===== src/design/efws_pkg.sv =====
// Package with the shared constants and types of the earliest-free-worker scheduler.
`timescale 1ns / 1ps
`default_nettype none
package efws_pkg;
	localparam int MAX_WORKERS = 64;
	localparam int TIME_BITS = 48;
	localparam int DUR_W = 30;
	localparam int IDX_W = 6;
	localparam int START_W = 48;
	localparam int CFG_W = 7;
	localparam int CFG_RESET = 64;
	localparam int CNT_W = $clog2(MAX_WORKERS + 1);
	localparam int WID_W = (MAX_WORKERS > 1) ? $clog2(MAX_WORKERS) : 1;
	localparam logic [TIME_BITS-1:0] TIME_MAX = {TIME_BITS{1'b1}};

	typedef struct packed {
		logic vld;
		logic [TIME_BITS-1:0] tm;
		logic [WID_W-1:0] idx;
	} tok_t;

	typedef struct packed {
		logic we;
		logic [WID_W-1:0] idx;
		logic [TIME_BITS-1:0] tm;
	} upd_t;
endpackage
`default_nettype wire


===== src/design/efws_cell.sv =====
// One worker cell: holds a free-at time and keeps the earliest candidate moving down the chain.
`timescale 1ns / 1ps
`default_nettype none
module efws_cell
	import efws_pkg::*;
(
	input wire logic clk,
	input wire logic arst_n,
	input wire logic [WID_W-1:0] cell_id,
	input wire logic active,
	input wire tok_t tok_in,
	input wire upd_t upd,
	output tok_t tok_out
);
	logic [TIME_BITS-1:0] free_q;
	logic vld_q;
	logic [TIME_BITS-1:0] tm_q;
	logic [WID_W-1:0] idx_q;

	always_ff @(posedge clk or negedge arst_n) begin
		if (!arst_n) begin
			free_q <= '0;
		end else if (upd.we && upd.idx == cell_id) begin
			free_q <= upd.tm;
		end
	end

	always_ff @(posedge clk or negedge arst_n) begin
		if (!arst_n) begin
			vld_q <= 1'b0;
		end else begin
			vld_q <= tok_in.vld;
		end
	end

	// A strictly earlier time wins, so on a tie the lower index from upstream is kept.
	always_ff @(posedge clk) begin
		if (tok_in.vld) begin
			if (active && free_q < tok_in.tm) begin
				tm_q <= free_q;
				idx_q <= cell_id;
			end else begin
				tm_q <= tok_in.tm;
				idx_q <= tok_in.idx;
			end
		end
	end

	assign tok_out = '{vld: vld_q, tm: tm_q, idx: idx_q};
endmodule
`default_nettype wire


===== config.mk =====
export PLATFORM = sky130hd
export DESIGN_NAME = efws_cell
export DESIGN_NICKNAME = d
export VERILOG_FILES = /design/src/design/efws_pkg.sv /design/src/design/efws_cell.sv
export SDC_FILE = /design/constraint.sdc
export NUM_CORES = 1
export LEC_CHECK = 0
export ABC_AREA = 1
export BUFFER_PORTS_ARGS = -buffer_cell sky130_fd_sc_hd__buf_2
export CAP_MARGIN = 10
export CORE_ASPECT_RATIO = 2
export CORE_MARGIN = 2
export CORE_UTILIZATION = 34
export CTS_CLUSTER_SIZE = 12
export DETAILED_ROUTE_END_ITERATION = 10
export PLACE_DENSITY_LB_ADDON = 0.3
export SYNTH_ARGS = -nofsm -noshare
export SYNTH_HDL_FRONTEND = slang
export SYNTH_SLANG_ARGS = --single-unit

===== constraint.sdc =====
create_clock -name clk -period 2.6 [get_ports clk]
set_input_delay 0.13 -clock clk [delete_from_list [all_inputs] [get_ports clk]]
set_output_delay 0.13 -clock clk [all_outputs]
set_load 0.005 [all_outputs]

# [After elaboration in Yosys (flattened, before gate mapping)]
# Cells that the tools add are included.
[totals] regBits=103 inputBits=119 elab_cells=10
[op_classes] n_lt_le_gt_ge=1 n_eq_ne=1 muxes=2 n_reduce_logical=2
[ops] operator="48-bit < comparator" n=1
[ops] operator="48-bit 2-to-1 mux" n=1
[ops] operator="6-bit equality test" n=1
[ops] operator="6-bit 2-to-1 mux" n=1
[ops] operator="1-bit logical AND" n=2

# [Logic depth before layout (Yosys ltp)]
# Gate-level depths: netlist of the first run.
[logic_depth] ltp_word=3 depth_mapped=15

# [Worst setup path before layout of the first run]
# OpenSTA, ideal clock, no wires.
[synth_timing] path_type="register to register" startpoint="register free_q[47]" endpoint="register idx_q[2], data pin" t_arrival_ns=1.689 t_required_ns=2.348 path_slack_ns=0.659 stages_incl_launch_ff=11 path_buffers=1 synth_period_minus_slack_ns=1.941 cell_sequence="dfrtp_1 ha_1 a211oi_1 nand2_1 nor2_2 nand2_2 nor2_8 nand2_8 buf_12 nand2_2 nand2_2"
[synth_via] elab_chain_cells=3
[synth_rtl] element="start: declaration" line="efws_cell.sv:15" source="logic [TIME_BITS-1:0] free_q;"
[synth_rtl] element="start signal: assignment" line="efws_cell.sv:24" source="free_q <= upd.tm;"
[synth_rtl] element="48-bit < comparator" line="efws_cell.sv:39" source="if (active && free_q < tok_in.tm) begin"
[synth_rtl] element="1-bit logical AND" line="efws_cell.sv:39"
[synth_rtl] element="6-bit 2-to-1 mux" line="efws_cell.sv:39"
[synth_rtl] element="end signal: assignment" line="efws_cell.sv:41" source="idx_q <= cell_id;"
[synth_rtl] element="end signal: assignment" line="efws_cell.sv:44" source="idx_q <= tok_in.idx;"
[synth_rtl] element="end: declaration" line="efws_cell.sv:18" source="logic [WID_W-1:0] idx_q;"
# No other way between the ends.
# A chain may end at the register's enable or synchronous reset.

# [Final worst setup path of the first run]
[layout_timing] startpoint="register free_q[47]" endpoint="register idx_q[3], data pin"
# The elaborated chain is that of the path after synthesis.

==> results of run 1 <==
## cell type report
| class | count | area (um^2) | area share, % |
|---|---|---|---|
| sequential | 103 | 2848 | 39.60 |
| clock inverter | 5 | 105.1 | 1.462 |
| antenna | 1 | 2.502 | 0.03480 |
| inverter | 114 | 427.9 | 5.951 |
| multi-input combinational | 415 | 2347 | 32.64 |
| clock buffer | 11 | 242.7 | 3.376 |
| tap | 207 | 259.0 | 3.602 |
| timing repair buffer | 183 | 958.4 | 13.33 |
## worst max-delay path, stage by stage, from the launching register on
cell	delay, ps
dfrtp_1	410
ha_1	300
a211oi_1	250
nand2_1	90
nor2_2	170
nand2_2	120
nor2_8	160
buf_4	390
nand3_1	150
nand2_2	90
## stage by stage
step	util, %	worst slack [ps]
after floorplan	-	659.5
after global placement	40.68	284.5
after detailed placement	40.68	286.3
after CTS	42.87	258.7
after global routing	42.89	117.6
final	42.89	317.8
## placed cells by master, fill, tap and decap left out, types with 2 or more instances in the layout
cell type and count:
nand4_1 5, a21oi_1 19, inv_2 2, nand3_2 2
edfxtp_1 54, buf_4 7, bufinv_16 3, a21o_1 2
xnor2_1 3, nand3_1 56, nor3_1 2, clkinvlp_4 2
o21ai_1 3, clkbuf_16 9, nand2_2 31, inv_1 112
nand2_1 171, buf_2 173, nor2_1 9, dlygate4sd3_1 2
o21ai_0 51, or2_2 2, o21a_1 3, nor2_2 3
dfrtp_1 49, ha_1 47
## state kept, by name, indices dropped and copies added (netlist names)
signal	cells
free_q	48
tm_q	48
vld_q	1
idx_q	6
## how the worst min path moves through the flow
stage / startpoint / end / slack [ps] / cells past startpoint
6_report: upd[40] / free_q[40]$_DFFE_PN0P_ / 10 / 3
5_1_grt: upd[18] / free_q[18]$_DFFE_PN0P_ / 20 / 3
4_1_cts: upd[37] / free_q[37]$_DFFE_PN0P_ / 0.08 / 3
3_5_place_dp: arst_n / vld_q$_DFF_PN0_ / 180 / 1
3_3_place_gp: arst_n / vld_q$_DFF_PN0_ / 180 / 1
2_1_floorplan: arst_n / free_q[0]$_DFFE_PN0P_ / -170 / 0
## cells by family (layout without fill, tap and decap cells)
| logic type | Yosys count | in the layout | synth area share, % |
|---|---|---|---|
| compound gates | 79 | 79 | 7.034 |
| xor+xnor | 3 | 3 | 0.4504 |
| fa+ha+maj | 47 | 47 | 10.08 |
| buf+inv | 140 | 313 | 10.96 |
| flops | 103 | 103 | 48.81 |
| other cells | 0 | 1 | 0 |
| simple gates | 286 | 286 | 22.67 |
## synth_stat cells
| cell | instances |
|---|---|
| nor3_1 | 2 |
| edfxtp_1 | 54 |
| or2_2 | 2 |
| a21o_1 | 2 |
| nor2_8 | 1 |
| nand3_1 | 56 |
| nand4_2 | 1 |
| nand2_4 | 1 |
| nor2_2 | 3 |
| buf_12 | 2 |
| nand2_8 | 1 |
| nand2_2 | 31 |
| dfrtp_1 | 49 |
| nor3_4 | 1 |
| inv_2 | 2 |
| o21ai_0 | 51 |
| inv_1 | 112 |
| o21a_1 | 3 |
| nor2_1 | 9 |
| clkbuf_1 | 5 |
| buf_4 | 11 |
| buf_8 | 3 |
| nand4_1 | 5 |
| nand2_1 | 171 |
| a211oi_1 | 1 |
| ha_1 | 47 |
| xnor2_1 | 3 |
| buf_2 | 5 |
| a21oi_1 | 19 |
| o21ai_1 | 3 |
| nand3_2 | 2 |
## power by group through the flow
| stage | Combinational [mW] | Sequential (mW) | Clock, mW |
|---|---|---|---|
| final | 1.16 | 2.21 | 1.59 |
| after global routing | 1.34 | 2.25 | 1.69 |
| after CTS | 1.19 | 2.22 | 1.64 |
| after detailed placement | 1.18 | 2.25 | 0 |
| after global placement | 1.15 | 2.24 | 0 |
| after floorplan | 0.781 | 2.22 | 0 |
## repair_timing
item | 4_1_cts | 5_1_grt
resized for setup | 0 | 0
hold buffers | 2 | 0
endpoints found under the hold margin | 24 | 0
## routing by layer
metal | GRT usage (%) | wire length (um)
met5 | 0 | 0
met4 | 6.934 | 408
met3 | 3.064 | 548
met2 | 30.82 | 8226
met1 | 17.68 | 5766
==> results.json, run 1 <==
{
  "power.leakage_nw": 3.996,
  "synth_top_cell_by_area": "edfxtp_1",
  "tightest_slew_ps": 620.5,
  "grt_pass1_wl_mm": 23.25,
  "power.net_switching_mw": 1.460,
  "drive_gt1_share_pct": 29.00,
  "grt_overflow": 0,
  "grt_max_degree": 97,
  "design_area_um2": 7191,
  "path_class": "reg2reg",
  "place_inst": 1020,
  "die_w_um": 96.63,
  "clock_sinks": 103,
  "synth.area.top_cells": "edfxtp_1 28%, dfrtp_1 21%, nand2_1 11%, ha_1 10%, inv_1 7.2%",
  "die_area_um2": 18290,
  "cts_tree": "yes",
  "pwr-share-clk_pct": 32.1,
  "fp-row-count": 67,
  "postPlaceCellArea_um2": 6820,
  "post_cts_buffers": 0,
  "reg2reg_slack_ps": 320,
  "fin_total_pwr_mw": 4.968,
  "ys_types": 31,
  "drc": 0,
  "die_y_um": 189.3,
  "start_kind": "register",
  "min_period_ps": 2282,
  "intPower_mw": 3.508,
  "syn_area_um2": 5834,
  "grt_pass1_vias": 4657,
  "rr_endpoint": "idx_q[3]$_DFFE_PP_",
  "max-slew-margin-rel_pct": 58.63,
  "drtAntennaViolNets": 0,
  "crit_path_end": "idx_q[3]$_DFFE_PP_",
  "power.density_nw_per_um2": 690.8,
  "swShare_pct": 29.38,
  "first_iter_violations": 139,
  "final_hold_viol_count": 0,
  "detail_route.vias_per_cell": 4.612,
  "grt.total_usage_pct": 16.39,
  "vias": 4792,
  "clk_latency_ps": 360,
  "fin_worst_skew_ps": 12.94,
  "p_seq_share_pct": 44.6,
  "syn_avg_cell_area_um2": 8.867,
  "combPwrFrac_pct": 23.3,
  "crit_fanout": 31,
  "nets": 992,
  "peakVddDrop_uv": 297.4,
  "area_delta_synth_final_pct": 23.25,
  "dpl.hpwl_mm": 10.93,
  "reg2reg_from": "free_q[47]$_DFFE_PN0P_",
  "final.setup.tns_ps": 0,
  "synth_fp_nets": 824,
  "cts_buffer_depth": 2,
  "max_cap_viol_count": 0,
  "crit_arrival_ps": 2500,
  "start_util_pct": 34.80,
  "finalCritPeriodShare_pct": 87.78,
  "ios": 174,
  "seq_area_frac_synth_pct": 48.81,
  "htreeDepth": 3,
  "clk_pin_slew_worst_paths_ps": 80,
  "final-instance-count-excl-fill": 1039,
  "place.gp.congestion": 0.7793,
  "finalSetupViolCount": 0,
  "rr_worst_depth": 9,
  "syn_inst": 658,
  "drt_first_pass_iters": 4,
  "synth_top_area_share_pct": 27.79,
  "antenna_found_initial": 1,
  "fmaxAchievable_mhz": 438.2,
  "fin_hold_ws_ps": 11.45,
  "status": "complete, no violations",
  "clockRootBuffer": "clkbuf_16",
  "hold_path_class": "in2reg",
  "required_ps": 2820,
  "drt-total-wl_mm": 14.95,
  "crit_path_end_kind": "register",
  "grt_setup_unrepaired": "false",
  "cts_buffers": 9,
  "slew_viol_final": 0,
  "synth-seq-cells": 103,
  "port_buffers": 173,
  "fillers": 1751,
  "coreArea_um2": 16770,
  "drt-wirelength-per-cell_um": 14.39,
  "crit_start": "free_q[47]$_DFFE_PN0P_",
  "yosysWarnings": 0
}
(Power assumes the default switching activity.)
==> inputs of run 2 (changes only) <==
CORE_UTILIZATION = 45   (was 34)
==> run 2 against run 1 <==
  * Power fell by 6.9%
  * First-iteration DRC count rose by 81%
  * Sequential power barely moved
  * Register-to-register slack barely moved
  * Critical path type unchanged
  * Critical endpoint is now tm_q[3]$_DFFE_PP_
  * Global-route usage rose by 4.8 points
  * Wire length fell by 3.8%
  * Worst hold slack improved by 16 ps
  * Worst setup slack got worse by 10 ps
  * Highest routed layer unchanged
  * Design area fell by 2.2%
  * Die area fell by 24%
  * Critical path depth rose by 2
==> results.json, run 2 (synthesized netlist as in run 1, its figures left out) <==
{
  "status": "complete, no violations",
  "tightest_slew_ps": 709.1,
  "htreeDepth": 3,
  "crit_fanout": 30,
  "drc": 0,
  "rr_worst_depth": 11,
  "slew_viol_final": 0,
  "crit_start": "free_q[45]$_DFFE_PN0P_",
  "clk_pin_slew_worst_paths_ps": 70,
  "fmaxAchievable_mhz": 436.3,
  "layout_commonest_cell": "buf_2",
  "place.gp.congestion": 0.8362,
  "min_period_ps": 2292,
  "reg2reg_from": "free_q[45]$_DFFE_PN0P_",
  "die_w_um": 84.52,
  "finalCritPeriodShare_pct": 88.16,
  "area_delta_synth_final_pct": 20.59,
  "nets": 991,
  "max_cap_viol_count": 0,
  "final_hold_viol_count": 0,
  "drt-total-wl_mm": 14.39,
  "cts_tree": "yes",
  "reg2reg_slack_ps": 310,
  "hold_path_class": "in2reg",
  "antenna_found_initial": 2,
  "fin_total_pwr_mw": 4.627,
  "drt_first_pass_iters": 4,
  "fp-row-count": 58,
  "dpl.hpwl_mm": 10.56,
  "cts_buffers": 9,
  "die_area_um2": 13950,
  "start_kind": "register",
  "start_util_pct": 46.20,
  "peakVddDrop_uv": 321.1,
  "ctsResizeCount": 0,
  "clk_latency_ps": 340,
  "crit_path_end": "tm_q[3]$_DFFE_PP_",
  "grt_max_degree": 97,
  "power.leakage_nw": 3.953,
  "crit_path_end_kind": "register",
  "fin_worst_skew_ps": 13.62,
  "grt_overflow": 0,
  "power.density_nw_per_um2": 657.7,
  "grt_pass1_wl_mm": 22.96,
  "first_iter_violations": 252,
  "detail_route.vias_per_cell": 4.940,
  "finalSetupViolCount": 0,
  "grt_pass1_vias": 5019,
  "required_ps": 2810,
  "clockRootBuffer": "clkbuf_16",
  "drive_gt1_share_pct": 28.80,
  "max-slew-margin-rel_pct": 52.73,
  "reg_top3": "free_q (48), tm_q (48), idx_q (6)",
  "drtAntennaViolNets": 0,
  "path_class": "reg2reg",
  "port_buffers": 173,
  "grt_setup_unrepaired": "false",
  "grt.total_usage_pct": 21.17,
  "coreArea_um2": 12630,
  "crit_arrival_ps": 2500,
  "die_y_um": 165.0,
  "cts_buffer_depth": 2,
  "rr_endpoint": "tm_q[3]$_DFFE_PP_",
  "final_cell_mix": "173 x buf_2, 171 x nand2_1, 112 x inv_1, 56 x nand3_1, 54 x edfxtp_1",
  "vias": 4856,
  "clock_sinks": 103,
  "final.setup.tns_ps": 0,
  "ios": 174,
  "drt-wirelength-per-cell_um": 14.64
}
run 2: metrics by stage:
stage                     std cells  area, um^2  setup WS (ps)  util, %  hold slack (ps)
after floorplan                 658        5834          659.5        -           -165.6
after global routing            982        7033          114.8    55.70            23.03
after CTS                       980        7028          269.7    55.66            18.85
after detailed placement        963        6749          291.7    53.45            223.2
final                           983        7036          307.8    55.72            27.74
after global placement          963        6749          275.0    53.45            210.8
run 2: what timing repair did:
action	CTS	global route
endpoints found under the hold margin	27	0
hold buffers	1	0
buffers inserted	0	0
run 2: cell type report:
type | count | area, um^2
antenna | 3 | 7.507
clock buffer | 12 | 236.5
clock inverter | 4 | 32.53
fill | 1260 | 5592
inverter | 114 | 427.9
multi-input combinational | 415 | 2347
sequential | 103 | 2848
tap | 150 | 187.7
timing repair buffer | 182 | 948.4
run 2: critical path, stage by stage, from the launching register on:
cell and delay, ps:
dfrtp_1 400, ha_1 310, nand2_1 70, inv_1 30, o21ai_0 170, nand2_1 90
nor2_2 170, nand2_2 110, nor2_8 180, buf_4 370, nand3_1 140, nand2_2 100
run 2: how the worst min path moves through the flow:
stage | from | endpoint | slack, ps | cells past startpoint
2_1_floorplan | arst_n | free_q[0]$_DFFE_PN0P_ | -170 | 0
3_3_place_gp | arst_n | vld_q$_DFF_PN0_ | 210 | 1
3_5_place_dp | arst_n | vld_q$_DFF_PN0_ | 220 | 1
4_1_cts | upd[36] | free_q[36]$_DFFE_PN0P_ | 20 | 3
5_1_grt | upd[11] | free_q[11]$_DFFE_PN0P_ | 20 | 3
6_report | upd[45] | free_q[45]$_DFFE_PN0P_ | 30 | 3
run 2: where the power goes:
| group | internal, mW | switching [mW] | total (mW) |
|---|---|---|---|
| clock network | 0.655 | 0.601 | 1.26 |
| logic | 0.494 | 0.662 | 1.16 |
| registers | 2.04 | 0.170 | 2.22 |
run 2: routing by layer:
metal	track usage [%]	share of wire [%]
met1	21.67	35
met2	40.87	56
met3	3.748	4.8
met4	9.524	3.4
met5	0	0
